--- config.mk ---
export PLATFORM = sky130hd
export DESIGN_NAME = chunked_transfer_decoder
export DESIGN_NICKNAME = d
export VERILOG_FILES = /design/src/ctd_pkg.sv /design/src/ctd_step.sv /design/src/chunked_transfer_decoder.sv
export SDC_FILE = /design/constraint.sdc
export NUM_CORES = 1
export LEC_CHECK = 0
export BUFFER_PORTS_ARGS = -buffer_cell sky130_fd_sc_hd__buf_4
export CAP_MARGIN = 20
export CORE_MARGIN = 2
export CORE_UTILIZATION = 60
export DETAILED_ROUTE_END_ITERATION = 16
export PLACE_DENSITY = 0.76
export SLEW_MARGIN = 20
export SYNTH_ARGS = -nofsm -noshare
export SYNTH_HDL_FRONTEND = slang
export SYNTH_SLANG_ARGS = --single-unit
--- constraint.sdc ---
create_clock -name i_clk -period 6.16 [get_ports i_clk]
set_input_delay 0.616 -clock i_clk [delete_from_list [all_inputs] [get_ports i_clk]]
set_output_delay 0.616 -clock i_clk [all_outputs]
set_load 0.05 [all_outputs]
--- src/ctd_pkg.sv ---
// shared types, phase codes and character constants for the chunked decoder
// no dependencies; imported by ctd_step and chunked_transfer_decoder
package ctd_pkg;

    localparam int MAX_SIZE_LINE = 16;
    localparam int REM_W         = 60;
    localparam int LINE_W        = 5;
    localparam int PHASE_W       = 3;
    localparam int STATUS_W      = 2;

    // decoder phases
    localparam logic [PHASE_W-1:0] PH_SIZE_EMPTY  = 3'd0;
    localparam logic [PHASE_W-1:0] PH_SIZE_DIGITS = 3'd1;
    localparam logic [PHASE_W-1:0] PH_CR_EMPTY    = 3'd2;
    localparam logic [PHASE_W-1:0] PH_CR_DIGITS   = 3'd3;
    localparam logic [PHASE_W-1:0] PH_DATA        = 3'd4;
    localparam logic [PHASE_W-1:0] PH_DONE        = 3'd5;
    localparam logic [PHASE_W-1:0] PH_ERROR       = 3'd6;

    // reported status
    localparam logic [STATUS_W-1:0] ST_BUSY  = 2'd0;
    localparam logic [STATUS_W-1:0] ST_DONE  = 2'd1;
    localparam logic [STATUS_W-1:0] ST_ERROR = 2'd2;

    // characters
    localparam logic [7:0] CHAR_CR    = 8'h0D;
    localparam logic [7:0] CHAR_LF    = 8'h0A;
    localparam logic [7:0] CHAR_0     = 8'h30;
    localparam logic [7:0] CHAR_9     = 8'h39;
    localparam logic [7:0] CHAR_UC_A  = 8'h41;
    localparam logic [7:0] CHAR_UC_F  = 8'h46;
    localparam logic [7:0] CHAR_LC_A  = 8'h61;
    localparam logic [7:0] CHAR_LC_F  = 8'h66;
    localparam logic [4:0] HEX_NONE   = 5'd16;
    localparam logic [7:0] HEX_TEN    = 8'd10;

    typedef struct packed {
        logic [PHASE_W-1:0] phase;
        logic [REM_W-1:0]   remaining;
        logic [LINE_W-1:0]  line_len;
    } t_dec_state;

    typedef struct packed {
        logic [7:0]          payload_byte;
        logic                payload_valid;
        logic [STATUS_W-1:0] status;
    } t_result;

    // hex digit value, or HEX_NONE when the byte is not a hex digit
    function automatic logic [4:0] hex_value(input logic [7:0] c);
        logic [7:0] v;
        begin
            v = 8'd0;
            if (c >= CHAR_0 && c <= CHAR_9) begin
                v = c - CHAR_0;
            end else if (c >= CHAR_UC_A && c <= CHAR_UC_F) begin
                v = c - CHAR_UC_A + HEX_TEN;
            end else if (c >= CHAR_LC_A && c <= CHAR_LC_F) begin
                v = c - CHAR_LC_A + HEX_TEN;
            end else begin
                v = {3'd0, HEX_NONE};
            end
            return v[4:0];
        end
    endfunction

endpackage

--- src/ctd_step.sv ---
// per-word decode step: next decoder state and result from current state and byte
// depends on ctd_pkg
module ctd_step
    import ctd_pkg::*;
(
    input  t_dec_state i_cur,
    input  logic [7:0] i_byte,
    output t_dec_state o_next,
    output t_result    o_res
);

    logic [4:0]        hv;
    logic [LINE_W-1:0] line_next;
    logic              line_over;
    logic [REM_W-1:0]  rem_dec;

    assign hv        = hex_value(i_byte);
    assign line_next = i_cur.line_len + LINE_W'(1);
    assign line_over = line_next >= LINE_W'(MAX_SIZE_LINE);
    assign rem_dec   = i_cur.remaining - REM_W'(1);

    always_comb begin
        o_next                = i_cur;
        o_res.payload_byte    = 8'd0;
        o_res.payload_valid   = 1'b0;

        case (i_cur.phase)
            PH_SIZE_EMPTY, PH_SIZE_DIGITS: begin
                if (i_byte == CHAR_CR) begin
                    o_next.phase    = (i_cur.phase == PH_SIZE_EMPTY) ? PH_CR_EMPTY
                                                                     : PH_CR_DIGITS;
                    o_next.line_len = line_next;
                    if (line_over) begin
                        o_next.phase = PH_ERROR;
                    end
                end else if (!hv[4]) begin
                    o_next.remaining = {i_cur.remaining[REM_W-5:0], hv[3:0]};
                    o_next.phase     = PH_SIZE_DIGITS;
                    o_next.line_len  = line_next;
                    if (line_over) begin
                        o_next.phase = PH_ERROR;
                    end
                end else begin
                    o_next.phase = PH_ERROR;
                end
            end
            PH_CR_EMPTY: begin
                if (i_byte == CHAR_LF) begin
                    o_next.phase     = PH_SIZE_EMPTY;
                    o_next.remaining = '0;
                    o_next.line_len  = '0;
                end else begin
                    o_next.phase = PH_ERROR;
                end
            end
            PH_CR_DIGITS: begin
                if (i_byte == CHAR_LF) begin
                    o_next.line_len = '0;
                    o_next.phase    = (i_cur.remaining == '0) ? PH_DONE : PH_DATA;
                end else begin
                    o_next.phase = PH_ERROR;
                end
            end
            PH_DATA: begin
                o_res.payload_byte  = i_byte;
                o_res.payload_valid = 1'b1;
                o_next.remaining    = rem_dec;
                if (rem_dec == '0) begin
                    o_next.phase    = PH_SIZE_EMPTY;
                    o_next.line_len = '0;
                end
            end
            PH_DONE: begin
                o_next.phase = PH_DONE;
            end
            default: begin
                o_next.phase = PH_ERROR;
            end
        endcase

        if (o_next.phase == PH_ERROR) begin
            o_res.status = ST_ERROR;
        end else if (o_next.phase == PH_DONE) begin
            o_res.status = ST_DONE;
        end else begin
            o_res.status = ST_BUSY;
        end
    end

endmodule

--- src/chunked_transfer_decoder.sv ---
// chunked transfer decoder: input register, decoder state and result register
// depends on ctd_pkg and ctd_step
//
// usage
//   slave stream carries one body byte per word on s_axis_tdata
//   master stream returns exactly one result word per input word:
//     m_axis_tdata[7:0] payload byte (zero when not payload)
//     m_axis_tdata[9:8] status: 0 in progress, 1 final chunk seen, 2 malformed
//     m_axis_tuser      set when the byte was chunk payload
//   throughput is one word per cycle while m_axis_tready stays high; a word
//   taken into the input register is decoded into the result register once
//   that register is free, and its result then shows on the master side
//   the decode step is a single pass through ctd_step: hex decode, a 60-bit
//   shift or decrement and a zero compare, between the input and result regs
//   the decoder state only advances when a word moves into the result register
// reset
//   synchronous active-low reset empties both registers and returns the
//   decoder to the start of a size line with a zero count
// backpressure
//   while m_axis_tready is low the result word holds; one more input word
//   can still be taken into the input register, then s_axis_tready drops
//   done and error states are sticky until reset
module chunked_transfer_decoder
    import ctd_pkg::*;
(
    input  logic        i_clk,
    input  logic        i_rst_n,
    input  logic        s_axis_tvalid,
    output logic        s_axis_tready,
    input  logic [7:0]  s_axis_tdata,   // [7:0] body_byte
    output logic        m_axis_tvalid,
    input  logic        m_axis_tready,
    output logic [15:0] m_axis_tdata,   // [7:0] payload_byte, [9:8] status, rest zero
    output logic        m_axis_tuser    // [0] payload_valid
);

    // input register
    logic       r_in_valid;
    logic [7:0] r_in_byte;

    // decoder state
    t_dec_state r_state;
    t_dec_state n_state;

    // result register
    logic    r_out_valid;
    t_result r_out;
    t_result n_out;

    logic advance;
    logic out_free;

    assign out_free      = !r_out_valid || m_axis_tready;
    assign advance       = r_in_valid && out_free;
    assign s_axis_tready = !r_in_valid || advance;

    ctd_step u_step (
        .i_cur  (r_state),
        .i_byte (r_in_byte),
        .o_next (n_state),
        .o_res  (n_out)
    );

    // input register: refills when empty or when the held word moves on
    always_ff @(posedge i_clk) begin
        if (!i_rst_n) begin
            r_in_valid <= 1'b0;
        end else if (s_axis_tready) begin
            r_in_valid <= s_axis_tvalid;
        end
        if (s_axis_tready && s_axis_tvalid) begin
            r_in_byte <= s_axis_tdata;
        end
    end

    // decoder state steps once per decoded word
    always_ff @(posedge i_clk) begin
        if (!i_rst_n) begin
            r_state.phase     <= PH_SIZE_EMPTY;
            r_state.remaining <= '0;
            r_state.line_len  <= '0;
        end else if (advance) begin
            r_state <= n_state;
        end
    end

    // result register
    always_ff @(posedge i_clk) begin
        if (!i_rst_n) begin
            r_out_valid <= 1'b0;
        end else if (out_free) begin
            r_out_valid <= r_in_valid;
        end
        if (advance) begin
            r_out <= n_out;
        end
    end

    assign m_axis_tvalid = r_out_valid;
    assign m_axis_tdata  = {6'd0, r_out.status, r_out.payload_byte};
    assign m_axis_tuser  = r_out.payload_valid;

    // payload is only reported while the stream is still in progress
    a_payload_busy: assert property (@(posedge i_clk) disable iff (!i_rst_n)
        (m_axis_tvalid && m_axis_tuser) |-> (r_out.status == ST_BUSY))
        else $error("payload reported with done or error status");

    // done is sticky
    a_done_sticky: assert property (@(posedge i_clk) disable iff (!i_rst_n)
        (r_state.phase == PH_DONE) |=> (r_state.phase == PH_DONE))
        else $error("left done phase");

    // error is sticky
    a_error_sticky: assert property (@(posedge i_clk) disable iff (!i_rst_n)
        (r_state.phase == PH_ERROR) |=> (r_state.phase == PH_ERROR))
        else $error("left error phase");

    // a size line never grows past the limit without raising error
    a_line_limit: assert property (@(posedge i_clk) disable iff (!i_rst_n)
        (r_state.phase != PH_ERROR) |-> (r_state.line_len < LINE_W'(MAX_SIZE_LINE)))
        else $error("size line over limit without error");

    // chunk data phase always has bytes left to pass
    a_data_nonzero: assert property (@(posedge i_clk) disable iff (!i_rst_n)
        (r_state.phase == PH_DATA) |-> (r_state.remaining != '0))
        else $error("data phase with zero count");

endmodule
**Word level (Yosys, flattened, before mapping)**

Index checks and enable logic that the tools add are counted.
W data, S select, Z words.

- Logic and storage cells: 78
- Bits in registers: 89
- Output and inout bits: 19

- Mux-type cells: 23
- $add $sub $neg: 7
- Reduce and logical (&&, ||, !) cells: 17
- Magnitude comparators: 7
- Equal/unequal tests: 15

Operators by type and width:

| kind | count |
|---|---|
| $pmux W60 S3 | 1 |
| $mux W65 | 2 |
| $logic_not A60 Y1 | 2 |
| $mux W60 | 1 |
| $sub A60 B1 Y60 const B | 1 |
| $mux W5 | 6 |
| $mux W3 | 7 |
| $pmux W5 S4 | 1 |
| $eq A8 B4 Y1 const B | 2 |
| $ge A8 B7 Y1 const B | 2 |
| $le A8 B7 Y1 const B | 2 |
| $pmux W3 S5 | 1 |
| $eq A3 B3 Y1 const B | 4 |
| $add A5 B4 Y5 const B | 2 |
| $sub A5 B1 Y5 const B | 2 |
| $ge A8 B6 Y1 const B | 1 |
| $le A8 B6 Y1 const B | 1 |
| $eq A3 B2 Y1 const B | 2 |
| $ne A2 B1 Y1 const B | 3 |
| $reduce_and A6 Y1 | 1 |
| $add A5 B1 Y5 const B | 1 |
| $ge A5 B5 Y1 const B | 1 |
| $logic_and A1 B1 Y1 | 5 |
| $reduce_and A5 Y1 | 1 |
| 11 further kinds | 17 |

**Longest topological paths before layout**

- Depth after elaboration: 10
- Gate-level depth with buffers: 13
- Mapped depth without buffers: 11

**Hierarchy**

From an unflattened synthesis, not the netlist that was laid out.

- Cells, all modules: 873
- Area, all modules: 6635.1 um2

Modules (own cells, without submodules):

| module | cells an instance | instances | area an instance (um2) | sequential area each (um2) |
|---|---|---|---|---|
| chunked_transfer_decoder | 330 | 1 | 3394.5 | 1971.9 |
| ctd_step | 543 | 1 | 3240.6 | 0.0 |

**Least setup slack after synthesis**

Ideal clock, no wire load.

- Kind: reg2reg
- Start: register r_state[8] (netlist bit)
- End: register r_state[0] (netlist bit)
- Cell stages (with the launch flop): 13
- Path buffers: 3
- Slack: 2.942 ns
- Library setup time: 0.116 ns
- Arrival time: 3.102 ns
- Required time: 6.044 ns
- Cells stage by stage: dfxtp_1 > buf_6 > nor4_2 > nand3_2 > or3_1 > buf_2 > xnor2_1 > or4_1 > nor4_1 > nand4_1 > and2_1 > buf_6 > a31o_1

- Cells in the longest elaborated chain, start to end: 4

Ends and longest elaborated chain:

| what | RTL line | source |
|---|---|---|
| start: declaration | chunked_transfer_decoder.sv:42 | `t_dec_state r_state;` |
| start signal: assignment | chunked_transfer_decoder.sv:83 | `r_state <= n_state;` |
| $sub A60 B1 Y60 | ctd_step.sv:20 | `assign rem_dec = i_cur.remaining - REM_W'(1);` |
| $logic_not A60 Y1 | ctd_step.sv:68 | `if (rem_dec == '0) begin` |
| $ne A2 B1 Y1 (no line) | n/a |  |
| $reduce_and A6 Y1 (no line) | n/a |  |

No other way between the ends.
A chain may end at the register's enable or synchronous reset.

**Worst setup path after layout**

- Start: register r_state[7] (netlist bit)
- End: register r_state[2] (netlist bit)

Same word-level chain as after synthesis.

==> qor.csv <==
stage;metric;value;unit
status;outcome;complete, no violations;
setup_path;cp-startpoint;r_state[7];
clock_network;cts_sinks;89;
global_routing;track_usage;35.02;%
floorplanning;die_area;11290;µm²
sta;timing_worst_slew_pin_value;0.9471;ns
clock_network;cts_tree;yes;
placement;place.gp.congestion;0.9696;
floorplanning;start_util;61.29;%
power;sw_frac_of_total;39.22;%
power;power.internal;0.9832;mW
floorplanning;boundaryPins;31;
floorplanning;placeableCoreArea;10230;µm²
final_layout;seq_area;1972;µm²
floorplanning;rows;37;
final_layout;final_layout_size_suffix_gt1_share;8.561;%
clock_network;clkTransAtPathRegs;0.09;ns
global_routing;antenna_found_initial;0;
clock_network;worst_skew_pair.late_latency;0.39;ns
synthesis;synth.top_cell.area_share;22.35;%
clock_network;htree_levels;3;
synthesis;synth-edff-count;19;
setup_path;worst-path-max-fanout;12;
setup_path;critical_path.startpoint_type;flip-flop;
final_layout;syn2layout_area_growth;4.230;%
sta;fin_crit_sh;68.25;%
synthesis;library_cell_with_the_largest_summed_area_after_synthesis;dfxtp_1;
synthesis;async_flop_share;0;%
synthesis;syn-cell-area;6271;µm²
clock_network;cts_setup_buffers;0;
synthesis;ys.warnings.count;0;
clock_network;clockBufferDepth;2;
final_layout;finalNetCount;820;
floorplanning;horiz_die_dim;106.2;µm
synthesis;postSynthRegisterBits;89;
detailed_routing;post_drt_wl_per_cell;20.81;µm
final_layout;multi_input_comb_area;3901;µm²
final_layout;nFillCells;929;
placement;total_of_buffers_placed_on_input_and_output_ports;24;
final_layout;stdcell_area;6536;µm²
floorplanning;die_height;106.2;µm
sta;finalCriticalPeriod;4.204;ns
placement;dp_slack;2.088;ns
placement;dpl.hpwl;13460;µm
detailed_routing;wl;19600;µm
power;totalPowerFinal;1.618;mW
power;vdd_drop_max;0.2398;mV
setup_path;setup.worst_path.class;flip-flop to flip-flop;
power;static-leakage-power;2.452;nW
global_routing;grt_first_pass_wirelength;31150;µm
sta;grt_setup_unrepaired;no;
hold_path;hold_path_startpoint;s_axis_tdata[7];
power;power.share.combinational;35.9;%
synthesis;ys_top_cells_by_area;dfxtp_1 (22%), edfxtp_1 (9.1%), nor2_1 (7.3%);
setup_path;cp-end-kind;flip-flop;
synthesis;yosys_most_used_dff;dfxtp_1;
final_layout;num_antenna_cells;0;
clock_network;post_cts.resized_instances;0;
detailed_routing;drt_iter0_markers;649;
power;power.clock.fraction;24.4;%
clock_network;postCtsHoldBufs;0;
setup_path;worstReg2RegStart;r_state[7];
synthesis;postSynthAreaPerCell;7.492;µm²
synthesis;post_synth_inst_count;837;
setup_path;worst_ep_required_time;6.44;ns
synthesis;ys_seq_area_share;31.44;%
placement;dpl_cell_area;6347;µm²
global_routing;globalRouteOverflowTotal;0;
sta;totalNegativeSetupSlack;0;ns
power;total_switching_power;0.6344;mW
global_routing;grt_pass1_vias;5962;
sta;final-hold-violation-count;0;
sta;max-slew-margin-rel;36.28;%
final_layout;finish.utilization;63.89;%
synthesis;synthDistinctLibCells;69;
detailed_routing;num_vias;6499;
global_routing;grt_start_max_net_pins;72;
sta;worst_clock_skew;0.01328;ns
power;power_frac_seq;39.7;%
sta;finalSetupViolations;0;
sta;drv_slew;0;
detailed_routing;drt-pass1-iter-count;7;
hold_path;hp-class;primary input to flip-flop;
clock_network;numCtsBuffers;9;
sta;fin_ws;1.956;ns
setup_path;crit_arrival;4.49;ns
run;max_cap_viol_count;0;
sta;achievable-frequency;0.2378;GHz
detailed_routing;antenna_violation_net_count_after_detailed_routing;0;
clock_network;cts_root_buf;clkbuf_8;
detailed_routing;detail_route.vias_per_cell;6.899;
power;p_per_area;247.5;nW/µm²
detailed_routing;route.detailed.drc;0;
[final cells by class]
| cell class | instances | share of cell area, % |
|---|---|---|
| Multi-Input combinational cell | 651 | 59.69 |
| Timing Repair Buffer | 31 | 3.560 |
| Clock buffer | 10 | 2.278 |
| Inverter | 19 | 1.110 |
| Clock inverter | 6 | 0.5934 |
| Sequential cell | 89 | 30.17 |
| Tap cell | 136 | 2.603 |
[flip-flops by register name, indices dropped and copies added (netlist names)]
name,flops
r_state,68
m_axis_tvalid,1
r_in_valid,1
m_axis_tuser,1
r_in_byte,8
m_axis_tdata,10
[per-layer routing]
layer | GRT usage [%] | wire length, µm | up-vias
met1 | 46.91 | 8189 | 3060
met2 | 53.43 | 8864 | 353
met5 | 0 | 0 | -
met4 | 16.45 | 683 | 0
li1 | - | - | 3024
met3 | 8.093 | 1862 | 62
[worst paths after layout]
kind	endpoint	slack, ns	depth (start not counted)
worst min-delay path	r_in_byte[7]	0.39	1
worst min register to register	r_state[1]	0.49	2
worst max-delay path	r_state[2]	1.96	9
worst max register to register	r_state[2]	1.96	9
[power by group through the flow]
stage	clock, mW	combinational (mW)	sequential (mW)
floorplan	0	0.424	0.653
global placement	0	0.560	0.653
detailed placement	0	0.565	0.654
CTS	0.400	0.567	0.641
global route	0.420	0.626	0.645
finish	0.394	0.581	0.642
[worst max-delay path, cell delays in order (launching register included)]
cell	delay [ns]
dfxtp_1	0.43
nor4_2	0.70
nand3_2	0.36
or3_1	0.60
xnor2_1	0.18
or4_1	0.52
nor4_1	0.49
nand4_1	0.27
and2_1	0.31
o221a_1	0.23
[cells in the mapped netlist (3+ instances only)]
cell,n
o21a_1,6
or2_2,6
ha_1,7
a32o_1,8
nand4b_1,3
nor3b_1,4
edfxtp_1,19
buf_2,9
nor3_1,39
clkbuf_1,64
buf_4,6
a2bb2oi_1,3
o21ai_1,4
or4_1,10
nand3_1,21
xor2_1,11
a31oi_1,4
nand4_1,28
nand2b_1,5
a221oi_1,14
xnor2_1,20
nor4_1,39
or3_1,13
a22oi_1,21
nor4b_1,6
o31ai_1,6
dfxtp_1,70
o22ai_1,4
mux2i_1,4
nor2_1,122
and3_1,4
a21oi_1,51
nand2_1,61
nor2b_1,4
inv_1,17
o21ai_0,47
nor4_2,6
and2_1,10
a22o_1,3
buf_6,3
a211oi_1,14
and4_1,3
[kinds of logic (layout without fill, tap and decap cells)]
family | count (synthesis) | after routing | share of synthesized area [%]
adder cells (fa/ha/maj) | 7 | 7 | 1.397
AND/OR/NAND/NOR | 395 | 395 | 33.30
flip-flops | 89 | 89 | 31.44
other | 1 | 6 | 0.05980
buffers and inverters | 102 | 66 | 7.003
XOR/XNOR | 31 | 31 | 4.330
AO/OA/AOI/OAI | 208 | 208 | 21.83
multiplexers | 4 | 4 | 0.6385
[stage by stage]
stage,hold slack (ns),instances
6_report,0.3935,942
5_1_grt,0.3850,942
4_1_cts,0.3869,942
3_5_place_dp,0.4774,926
3_3_place_gp,0.4566,926
2_1_floorplan,0.4498,842
[layout by cell type, fill, tap and decap left out, types with 13 or more instances in the layout]
master	instances
nand3_1	21
dfxtp_1	70
buf_4	31
a211oi_1	14
o21ai_0	47
or3_1	13
xnor2_1	20
nor2_1	122
a22oi_1	21
a21oi_1	50
inv_1	16
nand2_1	61
nor4_1	39
nor3_1	39
edfxtp_1	19
a221oi_1	14
nand4_1	28
No activity file was read; power rests on OpenSTA's default activity.
